`src/rtl/core/stid_pkg.sv`:
```
// ----------------------------------------------------------------------------
// stid_pkg: shared types and constants for the sorted table
// Word layouts, opcodes, status codes and cell control.
// ----------------------------------------------------------------------------
`default_nettype none

package stid_pkg;

  localparam int DEPTH = 16;
  localparam int IDX_W = $clog2(DEPTH);
  localparam int CNT_W = $clog2(DEPTH + 1);
  localparam int VAL_W = 32;
  localparam int OP_W  = 2;
  localparam int ST_W  = 2;
  localparam int POS_W = 4;
  localparam int RIX_W = 4;

  localparam logic [OP_W-1:0] OP_INSERT = OP_W'(0);
  localparam logic [OP_W-1:0] OP_DELETE = OP_W'(1);
  localparam logic [OP_W-1:0] OP_READ   = OP_W'(2);

  localparam logic [ST_W-1:0] ST_OK        = ST_W'(0);
  localparam logic [ST_W-1:0] ST_NOT_FOUND = ST_W'(1);
  localparam logic [ST_W-1:0] ST_FULL      = ST_W'(2);
  localparam logic [ST_W-1:0] ST_BAD_INDEX = ST_W'(3);

  typedef struct packed {
    logic [OP_W-1:0]         opcode;
    logic signed [VAL_W-1:0] item_value;
    logic [RIX_W-1:0]        read_index;
  } in_word_t;

  typedef struct packed {
    logic [ST_W-1:0]         status;
    logic [POS_W-1:0]        position;
    logic signed [VAL_W-1:0] read_value;
    logic [CNT_W-1:0]        entry_count;
  } out_word_t;

  typedef struct packed {
    logic do_insert;
    logic do_delete;
  } cell_ctl_t;

endpackage

`default_nettype wire

```
`src/rtl/core/stid_cell.sv`:
```
// ----------------------------------------------------------------------------
// stid_cell: one entry of the sorted table
// Holds one value, compares it with the incoming value and takes its left or
// right neighbor's value when an insert or delete shifts the row.
// ----------------------------------------------------------------------------
`default_nettype none

module stid_cell (
  input  wire logic                             clk,
  input  wire stid_pkg::cell_ctl_t              ctl,
  input  wire logic signed [stid_pkg::VAL_W-1:0] item_value,
  input  wire logic                             held,
  input  wire logic                             tail,
  input  wire logic                             left_gt,
  input  wire logic signed [stid_pkg::VAL_W-1:0] left_entry,
  input  wire logic signed [stid_pkg::VAL_W-1:0] right_entry,
  output logic signed [stid_pkg::VAL_W-1:0]      entry,
  output logic                                  gt,
  output logic                                  ge,
  output logic                                  eq
);
  import stid_pkg::*;

  logic signed [VAL_W-1:0] entry_r;
  logic signed [VAL_W-1:0] entry_nxt;

  assign gt    = held && (entry_r > item_value);
  assign ge    = held && (entry_r >= item_value);
  assign eq    = held && (entry_r == item_value);
  assign entry = entry_r;

  always_comb begin
    entry_nxt = entry_r;
    if (ctl.do_insert) begin
      if (left_gt) begin
        entry_nxt = left_entry;
      end else if (gt || tail) begin
        entry_nxt = item_value;
      end
    end else if (ctl.do_delete && ge) begin
      entry_nxt = right_entry;
    end
  end

  always_ff @(posedge clk) begin
    entry_r <= entry_nxt;
  end

endmodule

`default_nettype wire

```
`src/rtl/core/sorted_table_insert_delete.sv`:
```
// ----------------------------------------------------------------------------
// sorted_table_insert_delete: ascending table of signed values
// Row of compare-and-shift cells with insert, delete and indexed read.
//
//   channel  direction  ports                       word
//   in       input      in_valid in_ready in_data    in_word_t
//   out      output     out_valid out_ready out_data out_word_t
//
// One word per cycle unless the output stalls: every cell compares and shifts
// in the accepting cycle, the result is registered and shows the next cycle.
// A new word is taken while the held result is being taken or the register
// is empty; a stalled result holds the input back.
// Reset empties the table (count zero); entry values are not cleared.
// No word is taken while reset is held.
// ----------------------------------------------------------------------------
`default_nettype none

module sorted_table_insert_delete (
  input  wire logic                clk,
  input  wire logic                rst_n,
  input  wire logic                in_valid,
  output logic                     in_ready,
  input  wire stid_pkg::in_word_t  in_data,
  output logic                     out_valid,
  input  wire logic                out_ready,
  output stid_pkg::out_word_t      out_data
);
  import stid_pkg::*;

  logic signed [VAL_W-1:0] entry_q [DEPTH];
  logic [DEPTH-1:0]        gt_q;
  logic [DEPTH-1:0]        ge_q;
  logic [DEPTH-1:0]        eq_q;
  logic [DEPTH-1:0]        held_q;
  logic [DEPTH-1:0]        tail_q;
  logic [DEPTH-1:0]        ins_mark;
  logic [DEPTH-1:0]        del_mark;

  logic [CNT_W-1:0] count_r;
  logic [CNT_W-1:0] count_nxt;
  logic             out_valid_r;
  out_word_t        out_data_r;
  out_word_t        res;

  logic             accept;
  logic             full;
  logic             found;
  logic             rd_ok;
  logic [IDX_W-1:0] ins_pos;
  logic [IDX_W-1:0] del_pos;
  cell_ctl_t        ctl;

  assign in_ready  = rst_n && (!out_valid_r || out_ready);
  assign accept    = in_valid && in_ready;
  assign out_valid = out_valid_r;
  assign out_data  = out_data_r;

  assign full  = (count_r == CNT_W'(DEPTH));
  assign found = |eq_q;
  assign rd_ok = (CNT_W'(in_data.read_index) < count_r);

  assign ctl.do_insert = accept && (in_data.opcode == OP_INSERT) && !full;
  assign ctl.do_delete = accept && (in_data.opcode == OP_DELETE) && found;

  for (genvar i = 0; i < DEPTH; i++) begin : g_cell
    logic                    left_gt;
    logic signed [VAL_W-1:0] left_entry;
    logic signed [VAL_W-1:0] right_entry;

    assign held_q[i] = (CNT_W'(i) < count_r);
    assign tail_q[i] = (CNT_W'(i) == count_r);

    if (i == 0) begin : g_first
      assign left_gt     = 1'b0;
      assign left_entry  = '0;
      assign del_mark[i] = ge_q[i];
    end else begin : g_inner
      assign left_gt     = gt_q[i-1];
      assign left_entry  = entry_q[i-1];
      assign del_mark[i] = ge_q[i] && !ge_q[i-1];
    end

    if (i == DEPTH - 1) begin : g_last
      assign right_entry = '0;
    end else begin : g_body
      assign right_entry = entry_q[i+1];
    end

    assign ins_mark[i] = (gt_q[i] || tail_q[i]) && !left_gt;

    stid_cell u_cell (
      .clk         (clk),
      .ctl         (ctl),
      .item_value  (in_data.item_value),
      .held        (held_q[i]),
      .tail        (tail_q[i]),
      .left_gt     (left_gt),
      .left_entry  (left_entry),
      .right_entry (right_entry),
      .entry       (entry_q[i]),
      .gt          (gt_q[i]),
      .ge          (ge_q[i]),
      .eq          (eq_q[i])
    );
  end

  always_comb begin
    ins_pos = '0;
    del_pos = '0;
    for (int i = 0; i < DEPTH; i++) begin
      if (ins_mark[i]) ins_pos = ins_pos | IDX_W'(i);
      if (del_mark[i]) del_pos = del_pos | IDX_W'(i);
    end
  end

  always_comb begin
    count_nxt = count_r;
    if (ctl.do_insert) begin
      count_nxt = count_r + CNT_W'(1);
    end else if (ctl.do_delete) begin
      count_nxt = count_r - CNT_W'(1);
    end
  end

  always_comb begin
    res.status      = ST_OK;
    res.position    = '0;
    res.read_value  = '0;
    res.entry_count = count_nxt;
    unique case (in_data.opcode)
      OP_INSERT: begin
        if (full) begin
          res.status = ST_FULL;
        end else begin
          res.position = POS_W'(ins_pos);
        end
      end
      OP_DELETE: begin
        if (found) begin
          res.position = POS_W'(del_pos);
        end else begin
          res.status = ST_NOT_FOUND;
        end
      end
      OP_READ: begin
        res.position = POS_W'(in_data.read_index);
        if (rd_ok) begin
          res.read_value = entry_q[IDX_W'(in_data.read_index)];
        end else begin
          res.status = ST_BAD_INDEX;
        end
      end
      default: begin
        res.status = ST_OK;
      end
    endcase
  end

  always_ff @(posedge clk) begin
    if (!rst_n) begin
      count_r     <= '0;
      out_valid_r <= 1'b0;
    end else begin
      count_r <= count_nxt;
      if (accept) begin
        out_valid_r <= 1'b1;
      end else if (out_ready) begin
        out_valid_r <= 1'b0;
      end
    end
  end

  always_ff @(posedge clk) begin
    if (accept) begin
      out_data_r <= res;
    end
  end

`ifndef NO_ASSERTIONS
  a_count_bound: assert property (@(posedge clk) disable iff (!rst_n)
    count_r <= CNT_W'(DEPTH))
    else $error("entry count beyond depth");

  a_ins_onehot: assert property (@(posedge clk) disable iff (!rst_n)
    $onehot0(ins_mark))
    else $error("insert boundary not unique");

  a_ins_count: assert property (@(posedge clk) disable iff (!rst_n)
    ctl.do_insert |=> count_r == $past(count_r) + CNT_W'(1))
    else $error("insert did not grow count");

  a_full_count: assert property (@(posedge clk) disable iff (!rst_n)
    (out_valid_r && out_data_r.status == ST_FULL) |->
      out_data_r.entry_count == CNT_W'(DEPTH))
    else $error("full status with partial count");
`endif

endmodule

`default_nettype wire

```
`config.mk`:
```
export PLATFORM = sky130hd
export DESIGN_NAME = sorted_table_insert_delete
export DESIGN_NICKNAME = d
export VERILOG_FILES = /design/src/rtl/core/stid_pkg.sv /design/src/rtl/core/stid_cell.sv /design/src/rtl/core/sorted_table_insert_delete.sv
export SDC_FILE = /design/constraint.sdc
export NUM_CORES = 2
export LEC_CHECK = 0
export ABC_AREA = 1
export BUFFER_PORTS_ARGS = -buffer_cell sky130_fd_sc_hd__buf_2
export CORE_ASPECT_RATIO = 1.2
export CORE_MARGIN = 2
export CORE_UTILIZATION = 59
export CTS_CLUSTER_SIZE = 12
export DETAILED_ROUTE_END_ITERATION = 10
export PLACE_DENSITY_LB_ADDON = 0.1
export SYNTH_ARGS = -nofsm -noshare
export SYNTH_HDL_FRONTEND = slang
export SYNTH_HIERARCHICAL = 1
export SYNTH_SLANG_ARGS = --single-unit
export TNS_END_PERCENT = 20
```
`constraint.sdc`:
```
create_clock -name clk -period 6.19 [get_ports clk]
set_clock_uncertainty 0.2 [all_clocks]
set_input_delay 0.3095 -clock clk [delete_from_list [all_inputs] [get_ports clk]]
set_output_delay 0.3095 -clock clk [all_outputs]
set_load 0.01 [all_outputs]
```
* Word-level counts from Yosys, hierarchy flattened
Cells that the tools add are included.
Widths: inputs -> output; s select.
** Storage, ports and cells
- Bits in registers :: 561
- Bits in latches :: 0
- RAM bits :: 0
- ROM bits :: 0
- Input port bits :: 42
- Output and inout bits :: 45
- Word-level logic and storage cells :: 418
- Memories kept :: 0
** Cells by class
- Add/sub/neg operators :: 2
- Multiply operators :: 0
- Divide/modulo/power cells :: 0
- Magnitude comparators :: 50
- Eq/ne operators :: 50
- Shift-type cells :: 0
- Muxes and demuxes :: 107
- Bitwise operators :: 1
- Reduce and logical (&&, ||, !) cells :: 186
** Operator list (number)
- $mux 32 :: 65
- $eq 32x32->1 :: 16
- $ge 32x32->1 :: 16
- $gt 32x32->1 :: 16
- $bmux 32 s4 :: 1
- $logic_and 1x1->1 :: 100
- $mux 4 :: 18
- $ne 3x1->1 const B :: 15
- $eq 4x5->1 const A :: 8
- $lt 4x5->1 const A :: 8
- $reduce_and 2->1 :: 17
- $reduce_bool 2->1 :: 17
- $logic_not 1->1 :: 32
- $mux 3 :: 8
- $eq 3x5->1 const A :: 4
- $lt 3x5->1 const A :: 4
- $logic_or 1x1->1 :: 17
- $reduce_or 16->1 :: 1
- $mux 2 :: 6
- $pmux 4 s3 :: 1
- $eq 2x5->1 const A :: 2
- $lt 1x5->1 const A :: 2
- $lt 2x5->1 const A :: 2
- $mux 5 :: 2
- 14 further kinds :: 18

* Depth between registers and ports, before layout
- Depth after elaboration :: 21
- Mapped depth :: 24
- Depth with buffers taken out :: 24

* Modules after synthesis
The synthesis kept the hierarchy.
** Modules (own cells, without submodules)
- stid_cell (g_cell[0].u_cell ...) :: instances 14, cells an instance 330, area an instance 2524.9 um2, seq. area each 960.9 um2
- sorted_table_insert_delete :: instances 1, cells an instance 1546, area an instance 8276.7 um2, seq. area each 1411.4 um2
- stid_cell (g_cell[8].u_cell ...) :: instances 2, cells an instance 345, area an instance 2585.0 um2, seq. area each 960.9 um2

* Worst setup path after synthesis
Ideal clock, no wire load.
- Kind :: flip-flop to flip-flop
- Start point :: reg count_r[0]
- End point :: reg g_cell[8].u_cell.entry_r[0], enable pin
- Library setup time :: 400 ps
- Data arrival time :: 5859 ps
- Data required time :: 5590 ps
- Slack :: -269 ps
- Stages on the path, launching flop included :: 9
- Buffers on the path :: 1
- Clock period less this slack :: 6459 ps
- Path through :: dfxtp_1 > inv_2 > ha_1 > nand3_1 > nand2_1 > nor2_1 > clkinv_1 > clkbuf_1 > a21oi_2
** RTL lines
- start: declaration :: line sorted_table_insert_delete.sv:39 : logic [CNT_W-1:0] count_r;
- start signal: assignment :: line sorted_table_insert_delete.sv:164 : count_r <= count_nxt;
- end signal: assignment :: line stid_cell.sv:46 : entry_r <= entry_nxt;
- end: declaration :: line stid_cell.sv:24 : logic signed [VAL_W-1:0] entry_r;

==> out/metrics.yaml <==
gr-usage-met1_pct: 48.72
crit_path_start: "g_cell[0].u_cell/entry[7]$_DFFE_PP_"
vdd_ir_drop_max_mv: 0.2146
grt_setup_unrepaired: "false"
final_nets: 7427
ys_seq_area_share_pct: 34.40
startpoint_type: "flip-flop"
antenna_cells: 0
synth_top_area_cell: "edfxtp_1"
rows: 115
initial_core_util_pct: 59.50
cp_slowest_cell: "inv_1"
clock_latency_ns: 0.64
io_buffers: 86
drive_gt1_share_pct: 5.972
synthArstFlopShare_pct: 0
reg2reg_slack_ns: 1.31
endpoint_kind: "flip-flop"
cp.arrival_ns: 4.98
die-area_sq_um: 85030
place.gp.congestion: 0.9635
htree_levels: 3
min_from: "out_ready"
dp_hpwl_mm: 115.9
ys_top_cells_by_area: "edfxtp_1 (34%), ha_1 (13%), o21ai_0 (13%)"
yosysUniqueCellTypes: 41
dr.pass1.iters: 7
status: "finished clean"
clock-root-buffer: "clkbuf_16"
relSlewSlack_pct: 19.41
drc_errors: 0
vias: 47370
crit_fanout: 24
cts_sinks: 561
slowest_delay_ns: 0.57
path_class: "flip-flop to flip-flop"
wl_mm: 160.5
synth_edf_count: 555
met3_usage_pct: 5.297
finalSetupTns_ns: 0
grt_pass1_vias: 44400
dp.cells: 7847
cap_violations: 0
clk_path_buf_depth: 3
yosysWarnings: 6
via_per_inst: 5.944
fin_crit_ns: 4.879
hold_path_depth: 4
post_cts_resize_count: 0
die_h_um: 319.0
hold_viol_final: 0
grt_pass1_wl_mm: 248.6
area_delta_synth_final_pct: 7.675
drt_iter0_markers: 5939
stdcell_count: 7969
power.leakage_nw: 25.58
final_max_slew_viol_count: 0
grt_use_met2_pct: 59.84
setup_viol: 0
coreArea_sq_um: 82020
crit_family: "simple AND/OR/NAND/NOR gates"
reg2regPathDepth: 16
r2r_start: "g_cell[0].u_cell/entry[7]$_DFFE_PP_"
syn_area_sq_um: 48800
yosys_most_used_dff: "edfxtp_1"
min_to: "out_valid$_SDFFE_PN0P_"
cts_setup_buffers: 0
cellPowerDensity_nw_per_um2: 188.4
timing.fmax_mhz: 205.0
cts_tree: "built"
r2r_end: "g_cell[9].u_cell/entry[5]$_DFFE_PP_"
detail-route-antenna-nets: 0
cts_inserted_buffers: 68
clk_pin_slew_worst_paths_ns: 0.06
die_w_um: 266.5
cp_data_required_time_ns: 6.29
ioPinCount: 87
wire_per_inst_um: 20.14
path_buf_inv: 2
antenna_found_initial: 1
hold_path.class: "input pin to flip-flop"
fin_crit_sh_pct: 78.82
crit_chain: "ha_1, nand2_1, nor2_1, nand4_1, nor2_1, nand2_1, nor2_1, nor2_1, nand2_1, nor2_1, nand2_1, nand2_1, inv_1, nand3_1, a21oi_4, buf_4"
avgSynthCellArea_sq_um: 7.117
worst_pin_slew_ns: 1.208
grt_max_degree: 239
grt_usage_pct: 37.03
synth_seq_cells: 561
synth_top_area_share_pct: 34.15
gr-total-overflow: 0
ctsHoldBuffers: 1
grt_most_used_layer: "met2"
synth_cells: 6856
## cell type report
cell class              instances  area, sq um
fillers                      7413        29480
multi-input cells            5008        27050
flip-flops and latches        561        16790
inverters                    1052         3950
clock buffers                  90         1857
well taps                    1053         1318
repair buffers                174         1237
clock inverters                31        344.1
## stage by stage
stage	worst slack [ns]	util (%)	total power, mW	hold WS (ns)	cell area (sq um)
floorplan	1.060	-	5.301	0.3041	49060
global placement	1.171	61.37	5.754	0.3679	50330
detailed placement	1.084	61.37	5.796	0.3824	50330
CTS	1.549	64.06	9.892	0.1442	52540
global route	1.110	64.06	10.24	0.1519	52540
finish	1.311	64.06	9.901	0.1684	52540
## placed cells by master (no fill, tap or decap), types with 14 or more instances in the layout
cell	netlist	routed
o211ai_1	65	65
nor4_4	14	14
nor2_1	736	735
o21a_1	30	30
buf_2	32	84
inv_2	31	32
clkinv_1	17	27
buf_4	2	77
nand3_1	168	168
nand2_1	1436	1436
edfxtp_1	555	555
o21ai_1	124	124
nand4_1	50	50
nor2_2	16	16
ha_1	520	520
o21ai_0	1219	1219
conb_1	1	71
inv_1	1004	1002
a31oi_1	14	14
a21oi_2	22	20
a21oi_1	401	401
clkbuf_16	0	70
clkbuf_1	241	17
a21o_1	28	28
nand2_2	48	48
nor3_1	17	17
## worst max path at each step
stage                                                end  slack [ns]  cells after the start
floorplan            g_cell[8].u_cell/entry[0]$_DFFE_PP_        1.06                      8
global placement     g_cell[9].u_cell/entry[6]$_DFFE_PP_        1.17                     18
detailed placement   g_cell[9].u_cell/entry[5]$_DFFE_PP_        1.08                     18
CTS                 g_cell[9].u_cell/entry[23]$_DFFE_PP_        1.55                     16
global route        g_cell[9].u_cell/entry[19]$_DFFE_PP_        1.11                     15
finish               g_cell[9].u_cell/entry[5]$_DFFE_PP_        1.31                     16
## worst register-to-register path: cells and delay by family (launching register included)
family,cells,cell delay [ns]
flip-flops,1,0.43
AO/OA/AOI/OAI,1,0.35
buffers and inverters,2,0.96
AND/OR/NAND/NOR,12,2.26
adder cells (fa/ha/maj),1,0.32
## metal layers
| layer | vias to the layer above | wire [um] |
|---|---|---|
| li1 | 22710 | - |
| met1 | 21870 | 64570 |
| met2 | 2426 | 73850 |
| met3 | 360 | 14350 |
| met4 | 2 | 7689 |
| met5 | - | 8 |
## cells by family (layout without fill, tap and decap cells)
| kind of cell | count (synthesis) | after routing | synth area share [%] |
|---|---|---|---|
| other | 1 | 71 | 0.007685 |
| AO/OA/AOI/OAI | 1914 | 1914 | 20.53 |
| flip-flops | 561 | 561 | 34.40 |
| AND/OR/NAND/NOR | 2500 | 2500 | 20.92 |
| buffers and inverters | 1357 | 1347 | 10.75 |
| XOR/XNOR | 3 | 3 | 0.05386 |
| adder cells (fa/ha/maj) | 520 | 520 | 13.33 |
## flip-flops by register name, summed over array words and instances (netlist names)
| signal | count |
|---|---|
| g_cell.u_cell/entry | 512 |
| out_data | 43 |
| count_r | 5 |
| out_valid | 1 |
## synth_stat cells (6+ instances only)
library cell  instances
inv_2                31
a21o_1               28
nor3_1               17
nand2_1            1436
o21bai_1              7
buf_2                32
buf_1                14
nand4_1              50
o21a_1               30
a31oi_1              14
o211ai_1             65
clkinv_1             17
nand3_1             168
nor2_1              736
inv_1              1004
edfxtp_1            555
ha_1                520
o21ai_0            1219
nor4_4               14
o21ai_1             124
a21oi_2              22
buf_6                12
nor2_2               16
a21oi_1             401
dfxtp_1               6
nand2_2              48
clkbuf_1            241
## where the power goes
group	total [mW]	switching [mW]	internal [mW]
logic	1.44	0.995	0.447
registers	4.32	0.0751	4.25
clock network	4.14	1.73	2.40
No activity file was read; power rests on OpenSTA's default activity.
